<file path="src/hwmf_pkg.sv">
// hwmf_pkg: shared types and codes for the haplotype window mismatch finder.
// No dependencies; used by the top, hwmf_ctrl and hwmf_dp (not hwmf_ram).
`timescale 1ns / 1ps
`default_nettype none

package hwmf_pkg;

    localparam int TRACK_W = 32;   // width of one track field on the item
    localparam int SAMPLE_W = 5;
    localparam int INDEX_W = 6;
    localparam int STATUS_W = 3;

    localparam logic [1:0] CMD_APPEND = 2'd0;
    localparam logic [1:0] CMD_REMOVE = 2'd1;
    localparam logic [1:0] CMD_COMPARE = 2'd2;

    localparam logic [STATUS_W-1:0] ST_MISMATCH = 3'd0;
    localparam logic [STATUS_W-1:0] ST_NO_MISMATCH = 3'd1;
    localparam logic [STATUS_W-1:0] ST_APPENDED = 3'd2;
    localparam logic [STATUS_W-1:0] ST_REMOVED = 3'd3;
    localparam logic [STATUS_W-1:0] ST_FULL = 3'd4;
    localparam logic [STATUS_W-1:0] ST_EMPTY = 3'd5;

    typedef struct packed {
        logic [1:0]          command;
        logic [TRACK_W-1:0]  first_track_bits;
        logic [TRACK_W-1:0]  second_track_bits;
        logic [SAMPLE_W-1:0] sample_one;
        logic                track_one;
        logic [SAMPLE_W-1:0] sample_two;
        logic                track_two;
    } item_t;

    typedef struct packed {
        logic [INDEX_W-1:0]  site_index;
        logic [STATUS_W-1:0] status;
        logic                last;
    } result_t;

    // controller -> datapath
    typedef struct packed {
        logic accept;   // item transfer this cycle
        logic walk;     // compare walk running
        logic flush;    // emit the closing compare result
    } ctl_t;

    // datapath -> controller
    typedef struct packed {
        logic out_free;     // output register can take a result
        logic walk_done;    // all sites read and checked
        logic is_compare;   // offered item is a compare
    } stat_t;

endpackage

`default_nettype wire

</file>
<file path="src/haplotype_window_mismatch_finder_top.sv">
// Latency: append/remove give their one result the cycle after the transfer.
// Compare: held sites are read one per cycle from the site store (one RAM read
// port) unless a mismatch waits on a stalled result side; the input stays closed
// through the walk and its closing result, and the non-final mismatch results
// stream out during the walk.
// Throughput: one item at a time; next item taken once idle and output free.
// Reset (rst_n, async, active low) empties the window; store contents stay.
`timescale 1ns / 1ps
`default_nettype none

module haplotype_window_mismatch_finder_top #(
    parameter int NUM_SAMPLES = 32,
    parameter int WINDOW_SITES = 64
) (
    input  wire logic              clk,
    input  wire logic              rst_n,
    input  wire logic              item_valid,
    output logic                   item_ready,
    input  wire hwmf_pkg::item_t   item,
    output logic                   result_valid,
    input  wire logic              result_ready,
    output hwmf_pkg::result_t      result
);

    // Controller decides when an item transfers and sequences the compare
    // walk and its closing result; the datapath holds the window pointers,
    // the site store and the output register.
    hwmf_pkg::ctl_t  ctl;
    hwmf_pkg::stat_t stat;

    hwmf_ctrl u_ctrl (
        .clk       (clk),
        .rst_n     (rst_n),
        .item_valid(item_valid),
        .item_ready(item_ready),
        .stat      (stat),
        .ctl       (ctl)
    );

    // Mismatches are held back one deep so that the last one found can be
    // flagged; an empty or clean compare closes with a no-mismatch result.
    hwmf_dp #(
        .NUM_SAMPLES (NUM_SAMPLES),
        .WINDOW_SITES(WINDOW_SITES)
    ) u_dp (
        .clk         (clk),
        .rst_n       (rst_n),
        .item        (item),
        .ctl         (ctl),
        .stat        (stat),
        .result      (result),
        .result_valid(result_valid),
        .result_ready(result_ready)
    );

    // no new item while a compare walk or its closing result is pending
    a_no_accept_in_walk: assert property (@(posedge clk) disable iff (!rst_n)
        (ctl.walk || ctl.flush) |-> !item_ready)
        else $error("item ready during compare");

    // only mismatch results may be non-final
    a_nonlast_is_mismatch: assert property (@(posedge clk) disable iff (!rst_n)
        (result_valid && !result.last) |-> (result.status == hwmf_pkg::ST_MISMATCH))
        else $error("non-final result that is not a mismatch");

    // site index is zero on every result that is not a mismatch
    a_index_zero: assert property (@(posedge clk) disable iff (!rst_n)
        (result_valid && (result.status != hwmf_pkg::ST_MISMATCH))
        |-> (result.site_index == '0))
        else $error("nonzero site index on non-mismatch result");

    // a closing result always lands in the output register next cycle
    a_flush_loads: assert property (@(posedge clk) disable iff (!rst_n)
        ctl.flush |=> (result_valid && result.last))
        else $error("closing compare result not presented");

endmodule

`default_nettype wire

</file>
<file path="src/hwmf_ram.sv">
// hwmf_ram: generic single-write, single-read RAM with registered read data.
// No dependencies.
`timescale 1ns / 1ps
`default_nettype none

module hwmf_ram #(
    parameter int WIDTH = 64,
    parameter int DEPTH = 64
) (
    input  wire logic                     clk,
    input  wire logic                     we,
    input  wire logic [$clog2(DEPTH)-1:0] waddr,
    input  wire logic [WIDTH-1:0]         wdata,
    input  wire logic                     re,
    input  wire logic [$clog2(DEPTH)-1:0] raddr,
    output logic      [WIDTH-1:0]         rdata
);

    logic [WIDTH-1:0] mem [DEPTH];

    always_ff @(posedge clk)
    begin
        if (we)
        begin
            mem[waddr] <= wdata;
        end
        if (re)
        begin
            rdata <= mem[raddr];
        end
    end

endmodule

`default_nettype wire

</file>
<file path="src/hwmf_ctrl.sv">
// hwmf_ctrl: command sequencer (idle / compare walk / closing result).
// Depends on hwmf_pkg for the control and status structs.
`timescale 1ns / 1ps
`default_nettype none

module hwmf_ctrl (
    input  wire logic            clk,
    input  wire logic            rst_n,
    input  wire logic            item_valid,
    output logic                 item_ready,
    input  wire hwmf_pkg::stat_t stat,
    output hwmf_pkg::ctl_t       ctl
);

    typedef enum logic [1:0] {
        IDLE,
        WALK,
        FLUSH
    } state_t;

    state_t state_reg;
    state_t state_next;

    assign item_ready = (state_reg == IDLE) && stat.out_free;

    always_comb
    begin
        ctl.accept = item_valid && item_ready;
        ctl.walk = (state_reg == WALK);
        ctl.flush = (state_reg == FLUSH) && stat.out_free;
    end

    always_comb
    begin
        state_next = state_reg;
        case (state_reg)
            IDLE:
            begin
                if (ctl.accept && stat.is_compare)
                begin
                    state_next = WALK;
                end
            end
            WALK:
            begin
                if (stat.walk_done)
                begin
                    state_next = FLUSH;
                end
            end
            FLUSH:
            begin
                if (stat.out_free)
                begin
                    state_next = IDLE;
                end
            end
            default:
            begin
                state_next = IDLE;
            end
        endcase
    end

    always_ff @(posedge clk or negedge rst_n)
    begin
        if (!rst_n)
        begin
            state_reg <= IDLE;
        end
        else
        begin
            state_reg <= state_next;
        end
    end

endmodule

`default_nettype wire

</file>
<file path="src/hwmf_dp.sv">
// hwmf_dp: window pointers, site store, compare walk and output register.
// Depends on hwmf_pkg and hwmf_ram.
`timescale 1ns / 1ps
`default_nettype none

module hwmf_dp #(
    parameter int NUM_SAMPLES = 32,
    parameter int WINDOW_SITES = 64
) (
    input  wire logic              clk,
    input  wire logic              rst_n,
    input  wire hwmf_pkg::item_t   item,
    input  wire hwmf_pkg::ctl_t    ctl,
    output hwmf_pkg::stat_t        stat,
    output hwmf_pkg::result_t      result,
    output logic                   result_valid,
    input  wire logic              result_ready
);

    localparam int AW = $clog2(WINDOW_SITES);
    localparam int CW = $clog2(WINDOW_SITES + 1);
    localparam int SUM_W = AW + 1;
    localparam int DW = 2 * NUM_SAMPLES;
    localparam int TRACK_W = hwmf_pkg::TRACK_W;
    localparam int INDEX_W = hwmf_pkg::INDEX_W;
    localparam int SAMPLE_W = hwmf_pkg::SAMPLE_W;

    logic [AW-1:0]       oldest_reg, oldest_next;
    logic [CW-1:0]       held_reg, held_next;
    logic [CW-1:0]       rd_idx_reg, rd_idx_next;
    logic                chk_valid_reg, chk_valid_next;
    logic [AW-1:0]       chk_idx_reg, chk_idx_next;
    logic                pend_valid_reg, pend_valid_next;
    logic [AW-1:0]       pend_idx_reg, pend_idx_next;
    logic                out_valid_reg, out_valid_next;
    hwmf_pkg::result_t   out_reg, out_next;
    logic [SAMPLE_W-1:0] s1_reg, s2_reg;
    logic                t1_reg, t2_reg;

    logic                we, re;
    logic [AW-1:0]       waddr, raddr;
    logic [DW-1:0]       wdata, rdata;
    logic [SUM_W-1:0]    wsum, rsum;
    logic [TRACK_W-1:0]  lo_bits, hi_bits;
    logic                bit_one, bit_two, mis, stall, out_free, can_issue;

    hwmf_ram #(
        .WIDTH(DW),
        .DEPTH(WINDOW_SITES)
    ) u_store (
        .clk  (clk),
        .we   (we),
        .waddr(waddr),
        .wdata(wdata),
        .re   (re),
        .raddr(raddr),
        .rdata(rdata)
    );

    // slot = (oldest + offset) mod window; offset never exceeds the window
    assign wsum = SUM_W'(oldest_reg) + SUM_W'(held_reg);
    assign rsum = SUM_W'(oldest_reg) + SUM_W'(rd_idx_reg);
    assign waddr = (wsum >= SUM_W'(WINDOW_SITES)) ?
                   AW'(wsum - SUM_W'(WINDOW_SITES)) : wsum[AW-1:0];
    assign raddr = (rsum >= SUM_W'(WINDOW_SITES)) ?
                   AW'(rsum - SUM_W'(WINDOW_SITES)) : rsum[AW-1:0];
    assign wdata = {item.second_track_bits[NUM_SAMPLES-1:0],
                    item.first_track_bits[NUM_SAMPLES-1:0]};

    // samples beyond NUM_SAMPLES land in the zero extension
    assign lo_bits = TRACK_W'(rdata[NUM_SAMPLES-1:0]);
    assign hi_bits = TRACK_W'(rdata[DW-1:NUM_SAMPLES]);
    assign bit_one = t1_reg ? hi_bits[s1_reg] : lo_bits[s1_reg];
    assign bit_two = t2_reg ? hi_bits[s2_reg] : lo_bits[s2_reg];

    assign out_free = !out_valid_reg || result_ready;
    assign mis = chk_valid_reg && (bit_one != bit_two);
    assign stall = mis && pend_valid_reg && !out_free;
    assign can_issue = rd_idx_reg < held_reg;

    assign we = ctl.accept && (item.command == hwmf_pkg::CMD_APPEND)
                && (held_reg != CW'(WINDOW_SITES));
    assign re = ctl.walk && !stall && can_issue;

    always_comb
    begin
        stat.out_free = out_free;
        stat.walk_done = !can_issue && !chk_valid_reg;
        stat.is_compare = (item.command == hwmf_pkg::CMD_COMPARE);
    end

    always_comb
    begin
        oldest_next = oldest_reg;
        held_next = held_reg;
        rd_idx_next = rd_idx_reg;
        chk_valid_next = chk_valid_reg;
        chk_idx_next = chk_idx_reg;
        pend_valid_next = pend_valid_reg;
        pend_idx_next = pend_idx_reg;
        out_valid_next = out_valid_reg && !result_ready;
        out_next = out_reg;

        if (ctl.accept)
        begin
            case (item.command)
                hwmf_pkg::CMD_APPEND:
                begin
                    out_valid_next = 1'b1;
                    out_next = '{site_index: '0, status: hwmf_pkg::ST_APPENDED, last: 1'b1};
                    if (held_reg == CW'(WINDOW_SITES))
                    begin
                        out_next.status = hwmf_pkg::ST_FULL;
                    end
                    else
                    begin
                        held_next = held_reg + CW'(1);
                    end
                end
                hwmf_pkg::CMD_REMOVE:
                begin
                    out_valid_next = 1'b1;
                    out_next = '{site_index: '0, status: hwmf_pkg::ST_REMOVED, last: 1'b1};
                    if (held_reg == '0)
                    begin
                        out_next.status = hwmf_pkg::ST_EMPTY;
                    end
                    else
                    begin
                        held_next = held_reg - CW'(1);
                        oldest_next = (oldest_reg == AW'(WINDOW_SITES - 1)) ?
                                      '0 : oldest_reg + AW'(1);
                    end
                end
                hwmf_pkg::CMD_COMPARE:
                begin
                    rd_idx_next = '0;
                    chk_valid_next = 1'b0;
                    pend_valid_next = 1'b0;
                end
                default:
                begin
                end
            endcase
        end

        if (ctl.walk && !stall)
        begin
            chk_valid_next = can_issue;
            chk_idx_next = rd_idx_reg[AW-1:0];
            if (can_issue)
            begin
                rd_idx_next = rd_idx_reg + CW'(1);
            end
            // hold one mismatch back so the final one can carry last
            if (mis)
            begin
                if (pend_valid_reg)
                begin
                    out_valid_next = 1'b1;
                    out_next = '{site_index: INDEX_W'(pend_idx_reg),
                                 status: hwmf_pkg::ST_MISMATCH, last: 1'b0};
                end
                pend_valid_next = 1'b1;
                pend_idx_next = chk_idx_reg;
            end
        end

        if (ctl.flush)
        begin
            out_valid_next = 1'b1;
            if (pend_valid_reg)
            begin
                out_next = '{site_index: INDEX_W'(pend_idx_reg),
                             status: hwmf_pkg::ST_MISMATCH, last: 1'b1};
            end
            else
            begin
                out_next = '{site_index: '0, status: hwmf_pkg::ST_NO_MISMATCH, last: 1'b1};
            end
        end
    end

    always_ff @(posedge clk or negedge rst_n)
    begin
        if (!rst_n)
        begin
            oldest_reg <= '0;
            held_reg <= '0;
            rd_idx_reg <= '0;
            chk_valid_reg <= 1'b0;
            pend_valid_reg <= 1'b0;
            out_valid_reg <= 1'b0;
        end
        else
        begin
            oldest_reg <= oldest_next;
            held_reg <= held_next;
            rd_idx_reg <= rd_idx_next;
            chk_valid_reg <= chk_valid_next;
            pend_valid_reg <= pend_valid_next;
            out_valid_reg <= out_valid_next;
        end
    end

    always_ff @(posedge clk)
    begin
        chk_idx_reg <= chk_idx_next;
        pend_idx_reg <= pend_idx_next;
        out_reg <= out_next;
        if (ctl.accept && (item.command == hwmf_pkg::CMD_COMPARE))
        begin
            s1_reg <= item.sample_one;
            t1_reg <= item.track_one;
            s2_reg <= item.sample_two;
            t2_reg <= item.track_two;
        end
    end

    assign result = out_reg;
    assign result_valid = out_valid_reg;

endmodule

`default_nettype wire
</file>
<file path="config.mk">
export PLATFORM = sky130hd
export DESIGN_NAME = haplotype_window_mismatch_finder_top
export DESIGN_NICKNAME = d
export VERILOG_FILES = /design/src/hwmf_pkg.sv /design/src/haplotype_window_mismatch_finder_top.sv /design/src/hwmf_ram.sv /design/src/hwmf_ctrl.sv /design/src/hwmf_dp.sv
export SDC_FILE = /design/constraint.sdc
export NUM_CORES = 2
export LEC_CHECK = 0
export BUFFER_PORTS_ARGS = -buffer_cell sky130_fd_sc_hd__buf_2
export CORE_MARGIN = 2
export CORE_UTILIZATION = 55
export DETAILED_ROUTE_END_ITERATION = 7
export GPL_TIMING_DRIVEN = 0
export PLACE_DENSITY = 0.76
export SLEW_MARGIN = 20
export SYNTH_ARGS = -nofsm -noshare
export SYNTH_HDL_FRONTEND = slang
export SYNTH_SLANG_ARGS = --single-unit
</file>
<file path="constraint.sdc">
create_clock -name clk -period 5.6 [get_ports clk]
set_clock_uncertainty 0.05 [all_clocks]
set_input_delay 1.12 -clock clk [delete_from_list [all_inputs] [get_ports clk]]
set_output_delay 1.12 -clock clk [all_outputs]
set_load 0.01 [all_outputs]
</file>
======== Yosys cells after proc, flatten, opt, wreduce, memory -nomap -nowiden ========
Memory sizes are Yosys's and may differ from the RTL's. A register that Yosys moved wholly into a read port is not among the register bits.
Cells that the tools add are included.
word-level totals
  register bits ........................... 59
  latch bits .............................. 0
  RAM bits ................................ 4,096
  bits in read-only memories .............. 0
  output and inout port bits .............. 12
  logic and storage cells ................. 124
  memories kept ........................... 1
operators by class
  add/subtract/negate cells ............... 8
  multipliers ............................. 0
  divide/modulo/power cells ............... 0
  order comparisons ....................... 5
  eq/ne operators ......................... 13
  shift-type cells ........................ 0
  multiplexer cells ....................... 48
  bitwise operators ....................... 1
  reductions and logical operators ........ 32
memory list
  name              words  width  rd ports  clocked after Yosys merged registers in  wr ports  line            RTL
  u_dp.u_store.mem  64     64     1         1                                        1         hwmf_ram.sv:19  logic [WIDTH-1:0] mem [DEPTH];
operator list
  cell                                                         count
  two-way mux 10 bit                                           6
  two-way mux 7 bit                                            6
  two-way mux 1 bit                                            21
  binary-select mux 1 bit (select 5 bit)                       4
  case mux 10 bit (2 select lines)                             1
  two-way mux 6 bit                                            3
  adder 6 x 7 -> 7 bit                                         2
  adder 7 x 1 -> 7 bit (second input constant)                 2
  greater-or-equal comparator 7 bit (second input constant)    2
  case mux 7 bit (2 select lines)                              1
  logical AND 1 bit                                            13
  less-than comparator 5 x 6 -> 1 bit (second input constant)  2
  subtractor 6 x 1 -> 6 bit (second input constant)            2
  != test 2 bit (second input constant)                        4
  == test 7 bit (second input constant)                        1
  zero test 7 bit                                              1
  less-than comparator 7 bit                                   1
  != test 7 bit (second input constant)                        1
  subtractor 7 x 1 -> 7 bit (second input constant)            1
  adder 6 x 1 -> 6 bit (second input constant)                 1
  == test 6 bit (second input constant)                        1
  zero test 1 bit                                              6
  two-way mux 2 bit                                            3
  two-way mux 3 bit                                            2
  other kinds (13)                                             20

======== Longest topological paths before layout ========
  depth after elaboration ................. 11
  mapped depth ............................ 11

======== By module ========
Synthesis repeated with hierarchy kept, for this count alone.
unflattened totals
  cells, all modules ...................... 6,972
  area, all modules ....................... 161,244.6 µm²
modules (own cells, without submodules)
  module     instances  cells each  area an instance (µm²)
  hwmf_ram   1          6,598       156,989.3
  hwmf_dp    1          362         4,132.7
  hwmf_ctrl  1          12          122.6

======== Worst setup path before layout ========
Ideal clock, no wire load.
  kind .................................... in2reg
  from .................................... input result_ready
  to ...................................... memory u_dp.u_store.mem[26][0], enable pin
  setup time .............................. 487 ps
  arrival ................................. 5,429 ps
  required time ........................... 5,063 ps
  slack ................................... -366 ps
  stages .................................. 8
  path buffers ............................ 1
  cell sequence ........................... nor2b_1 > nor3_1 > nand2_1 > nor3_1 > nand2b_1 > or3_1 > clkbuf_1 > nor2_1
on the way
  cells in the longest elaborated chain, start to end .. 7
RTL lines
  what                                     line                                        RTL
  from (decl)                              haplotype_window_mismatch_finder_top.sv:21  input wire logic result_ready,
  logical OR 1 bit                         hwmf_dp.sv:76                               assign out_free = !out_valid_reg || result_ready;
  logical AND 1 bit                        hwmf_ctrl.sv:24                             assign item_ready = (state_reg == IDLE) && stat.out_free;
  net item_ready                           haplotype_window_mismatch_finder_top.sv:18  output logic item_ready,
  logical AND 1 bit                        hwmf_ctrl.sv:28                             ctl.accept = item_valid && item_ready;
  logical AND 1 bit                        hwmf_dp.sv:81                               assign we = ctl.accept && (item.command == hwmf_pkg::CMD_APPEND)
  logical AND 1 bit                        hwmf_dp.sv:82                               && (held_reg != CW'(WINDOW_SITES));
  two-way mux 1 bit                        hwmf_ram.sv:23                              if (we)
  two-way mux 1 bit (implied by the code)  hwmf_ram.sv:25                              mem[waddr] <= wdata;
  to (decl)                                hwmf_ram.sv:19
The timed path passes the listed nets, and every way through them passes these cells.

======== Final worst setup path ========
  from .................................... register u_dp.rd_idx_reg[2]
  to ...................................... register u_dp.u_store.rdata[63], read port of u_dp.u_store.mem (data pin)
on the way
  cells in the longest elaborated chain, start to end .. 3
  elaborated cells between the ends (all ways) .. 6
  those cells by class .................... add/sub: 2; order compare: 2; mux: 1; reduce/logical: 1
RTL lines
  what                                                                            line                          RTL
  from (decl)                                                                     hwmf_dp.sv:30                 logic [CW-1:0] rd_idx_reg, rd_idx_next;
  from (signal assigned)                                                          hwmf_dp.sv:199                rd_idx_reg <= rd_idx_next;
  adder 6 x 7 -> 7 bit                                                            hwmf_dp.sv:62                 assign rsum = SUM_W'(oldest_reg) + SUM_W'(rd_idx_reg);
  subtractor 6 x 1 -> 6 bit or greater-or-equal comparator 7 bit (tied branches)  hwmf_dp.sv:66, hwmf_dp.sv:65
  two-way mux 6 bit                                                               hwmf_dp.sv:65                 assign raddr = (rsum >= SUM_W'(WINDOW_SITES)) ?
  to (decl)                                                                       hwmf_ram.sv:16                output logic [WIDTH-1:0] rdata
Parallel ways exist; a longest one is shown, timed or not.
A chain may end at the register's enable or synchronous reset.

==> results by group <==
Power and ir drop
  • P per Cell Area: 666 mW/mm^2
  • VDD IR max: 0.583 mV
  • Leakage: 58.1 nW
  • Overall power after layout: 0.125 W

GRT
  • Number of global-route vias before repair: 83263
  • Initial antenna violation count: 22
  • First-pass GRT wire length: 642 mm
  • Tot GR Track Use: 0.309
  • Largest net degree at the start of global routing: 65
  • GRT Residual Overflow: 0

Detailed routing
  • Vias/cell: 7.09
  • Via count: 81413
  • DR pass1 iterations: 8
  • Wirelength per Cell: 40.3 um
  • Total wire length: 463 mm
  • DR iter-0 viols: 13785
  • Residual DRC: 0
  • Final ANT Viol Nets: 0

Logic synthesis
  • Post-synth cell types: 56
  • Asr flop ratio synth: 0.00593
  • Avg Cell Area, Syn: 25.0 sq um
  • Mapped Area: 0.161 sq mm
  • Syn Inst Count: 6454
  • Number of flops mapped to enable cells by yosys: 4184
  • Synth Flop Type: edfxtp_1
  • Sequential-to-total area share from yosys stat: 0.784
  • Syn Nets: 6562
  • Flops & latches, synth: 4219
  • YS warnings: 0

STA
  • Final period utilization: 1.01
  • Endpoints failing setup: 3
  • Final hold slack: 140 ps
  • Final min period: 5630 ps
  • Max-slew violations: 0
  • RSZ-0062 raised after global routing: false
  • Slew HR: 0.136
  • Final-report hold violation count: 0
  • Post-route setup slack: -31.3 ps
  • Worst-margin pin slew: 1300 ps
  • FMAX: 178 MHz

Layout
  • Non-filler cells in the finished layout: 11485
  • Layout cells sized above 1: 0.331
  • Max reg flops: 4096
  • Layout area overhead: 15.9%
  • Most flops, register: u_dp.u_store.mem
  • Most common cell after layout, fill and taps aside: edfxtp_1
  • Most frequent cells in the layout: 4184 x edfxtp_1, 1312 x mux4_2, 411 x clkbuf_16
  • Layout fillers: 17361
  • Layout net count: 7329
  • FF/Latch Area: 0.126 sq mm
  • Area of the multi-input gates: 0.0339 sq mm

Worst setup path
  • Reg2reg setup slack: -30 ps
  • CP Launch Type: register
  • R2r startpoint: u_dp.rd_idx_reg[2]
  • Kind of critical path: reg2reg
  • Critical Path Start: u_dp.rd_idx_reg[2]
  • Slowest stage cell, crit path: xnor2_1
  • CP Cell Sequence: ha_1, a21oi_1, xnor2_1, clkbuf_2, clkbuf_2, buf_12, buf_1, mux4_2, mux2i_1, a21oi_1
  • Worst-path fanout max: 10
  • Worst setup path end: u_dp.u_store.rdata[63]
  • R2R depth: 10
  • Max incr delay on CP: 900 ps
  • Worst Setup End Kind: register
  • Arr. time, crit path: 6170 ps
  • Crit path required time: 6140 ps
  • Reg-to-Reg End: u_dp.u_store.rdata[63]

Clock network
  • CTS Buf Count: 406
  • CTS tree: built
  • Clock-pin slew on the worst setup and hold paths: 70 ps
  • Hold_buf cts: 0
  • H-tree levels: 5
  • Clock root cell: clkbuf_16
  • Post-CTS setup buffers: 0
  • Num Clock Sinks: 4219
  • Clock Path Buffers: 4
  • Clock latency on the worst-skew pair: 990 ps

Floorplanning
  • Die area: 0.298 sq mm
  • Initial Util: 0.553
  • Ports: 94
  • Row count: 198
  • Die Width: 545 um
  • Die Ht: 545 um
  • Core area: 0.291 sq mm

Placement
  • PortBufs: 93
  • Placed Cells: 10712
  • Post-DP HPWL: 281 mm
  • GPL Wtd Cong: 0.844

Status
  • Outcome: finished with violations
  • Failing checks: setup timing

Flow run
  • Max Cap Viol: 0

Min path
  • Hold Path Class: in2async
## cells by family (layout without fill, tap and decap cells)
group	after synthesis	count (layout)	synth area share
adder cells (fa/ha/maj)	26	26	0.00216
buffers and inverters	354	1455	0.00845
XOR/XNOR	23	23	0.00125
AND/OR/NAND/NOR	241	241	0.00753
multiplexers	1384	1384	0.188
other	0	30	0
AO/OA/AOI/OAI	207	207	0.00840
flip-flops	4219	4219	0.784
## per-stage QoR
step                setup slack (ps)  area [sq um]   util  TNS (ps)
finish                         -31.3        187000  0.642     -43.3
global route                    33.7        187000  0.641         0
CTS                             4.12        187000  0.640         0
detailed placement              -731        173000  0.594    -20010
global placement               -5140        167000  0.572         -
floorplan                       -366        161000      -  -1088920
## report_power, final
part | internal, W | switching [W] | total, W
combinational | 0.0263 | 0.0340 | 0.0603
sequential | 0.0359 | 0.000476 | 0.0364
clock | 0.0157 | 0.0122 | 0.0279
total | 0.0778 | 0.0467 | 0.125
## worst min path at each step
stage | startpoint | end | slack [ps] | cells past startpoint
finish | rst_n | u_ctrl.state_reg[1] | 140 | 1
global route | rst_n | u_dp.result_valid | 190 | 1
CTS | rst_n | u_ctrl.state_reg[1] | 120 | 1
detailed placement | u_dp.chk_idx_reg[2] | u_dp.pend_idx_reg[2] | 350 | 0
global placement | u_dp.chk_idx_reg[2] | u_dp.pend_idx_reg[2] | 360 | 0
floorplan | u_dp.chk_idx_reg[0] | u_dp.pend_idx_reg[0] | 350 | 0
## critical path: cells and delay by family, from the launching register on
family / cells / cell delay, ps
AO/OA/AOI/OAI: 2 / 450
XOR/XNOR: 1 / 900
flip-flops: 1 / 520
adder cells (fa/ha/maj): 1 / 520
multiplexers: 2 / 820
buffers and inverters: 4 / 1990
## area by class of cell
| type | count | area share |
|---|---|---|
| timing repair buffer | 364 | 0.0350 |
| tap | 3900 | 0.0261 |
| clock inverter | 270 | 0.0152 |
| buffer | 329 | 0.00854 |
| clock buffer | 472 | 0.0562 |
| antenna | 30 | 0.000402 |
| multi-input combinational | 1881 | 0.182 |
| sequential | 4219 | 0.677 |
| inverter | 20 | 0.000402 |
## synthesized netlist by cell type (all sizes together), types with 2 or more instances
cell | count | area [sq um]
a21o | 15 | 113
mux2i | 68 | 681
o31ai | 2 | 15.0
nor2b | 75 | 469
fa | 3 | 60.1
o21ai | 16 | 83.8
mux4 | 1313 | 29600
a211oi | 68 | 510
ha | 23 | 288
nor4 | 3 | 25.0
or2 | 2 | 12.5
buf | 87 | 360
nand2 | 36 | 135
nand3 | 19 | 95.1
dfxtp | 10 | 200
mux2 | 3 | 33.8
o21bai | 2 | 15.0
dfrtp | 25 | 626
xor2 | 6 | 52.6
nand2b | 11 | 76.3
xnor2 | 17 | 149
or3 | 4 | 25.0
a21oi | 77 | 385
nor3 | 5 | 25.0
a22o | 6 | 52.6
a311oi | 4 | 35.0
edfxtp | 4184 | 126000
clkbuf | 247 | 927
and2 | 3 | 18.8
nor2 | 79 | 297
inv | 20 | 75.1
a22oi | 6 | 50.1
## routing by layer
| layer | vias to the layer above | GRT usage | part of all wire |
|---|---|---|---|
| li1 | 29716 | - | - |
| met1 | 42881 | 0.380 | 0.32 |
| met2 | 7351 | 0.501 | 0.49 |
| met3 | 1447 | 0.0847 | 0.12 |
| met4 | 18 | 0.168 | 0.063 |
| met5 | - | 0 | 0.00026 |
## what timing repair did
| item | CTS | global route |
|---|---|---|
| endpoints found under the setup margin | 64 | 42 |
| gates resized for setup | 81 | 36 |
| gates cloned | 0 | 0 |
(Power assumes the default switching activity.)
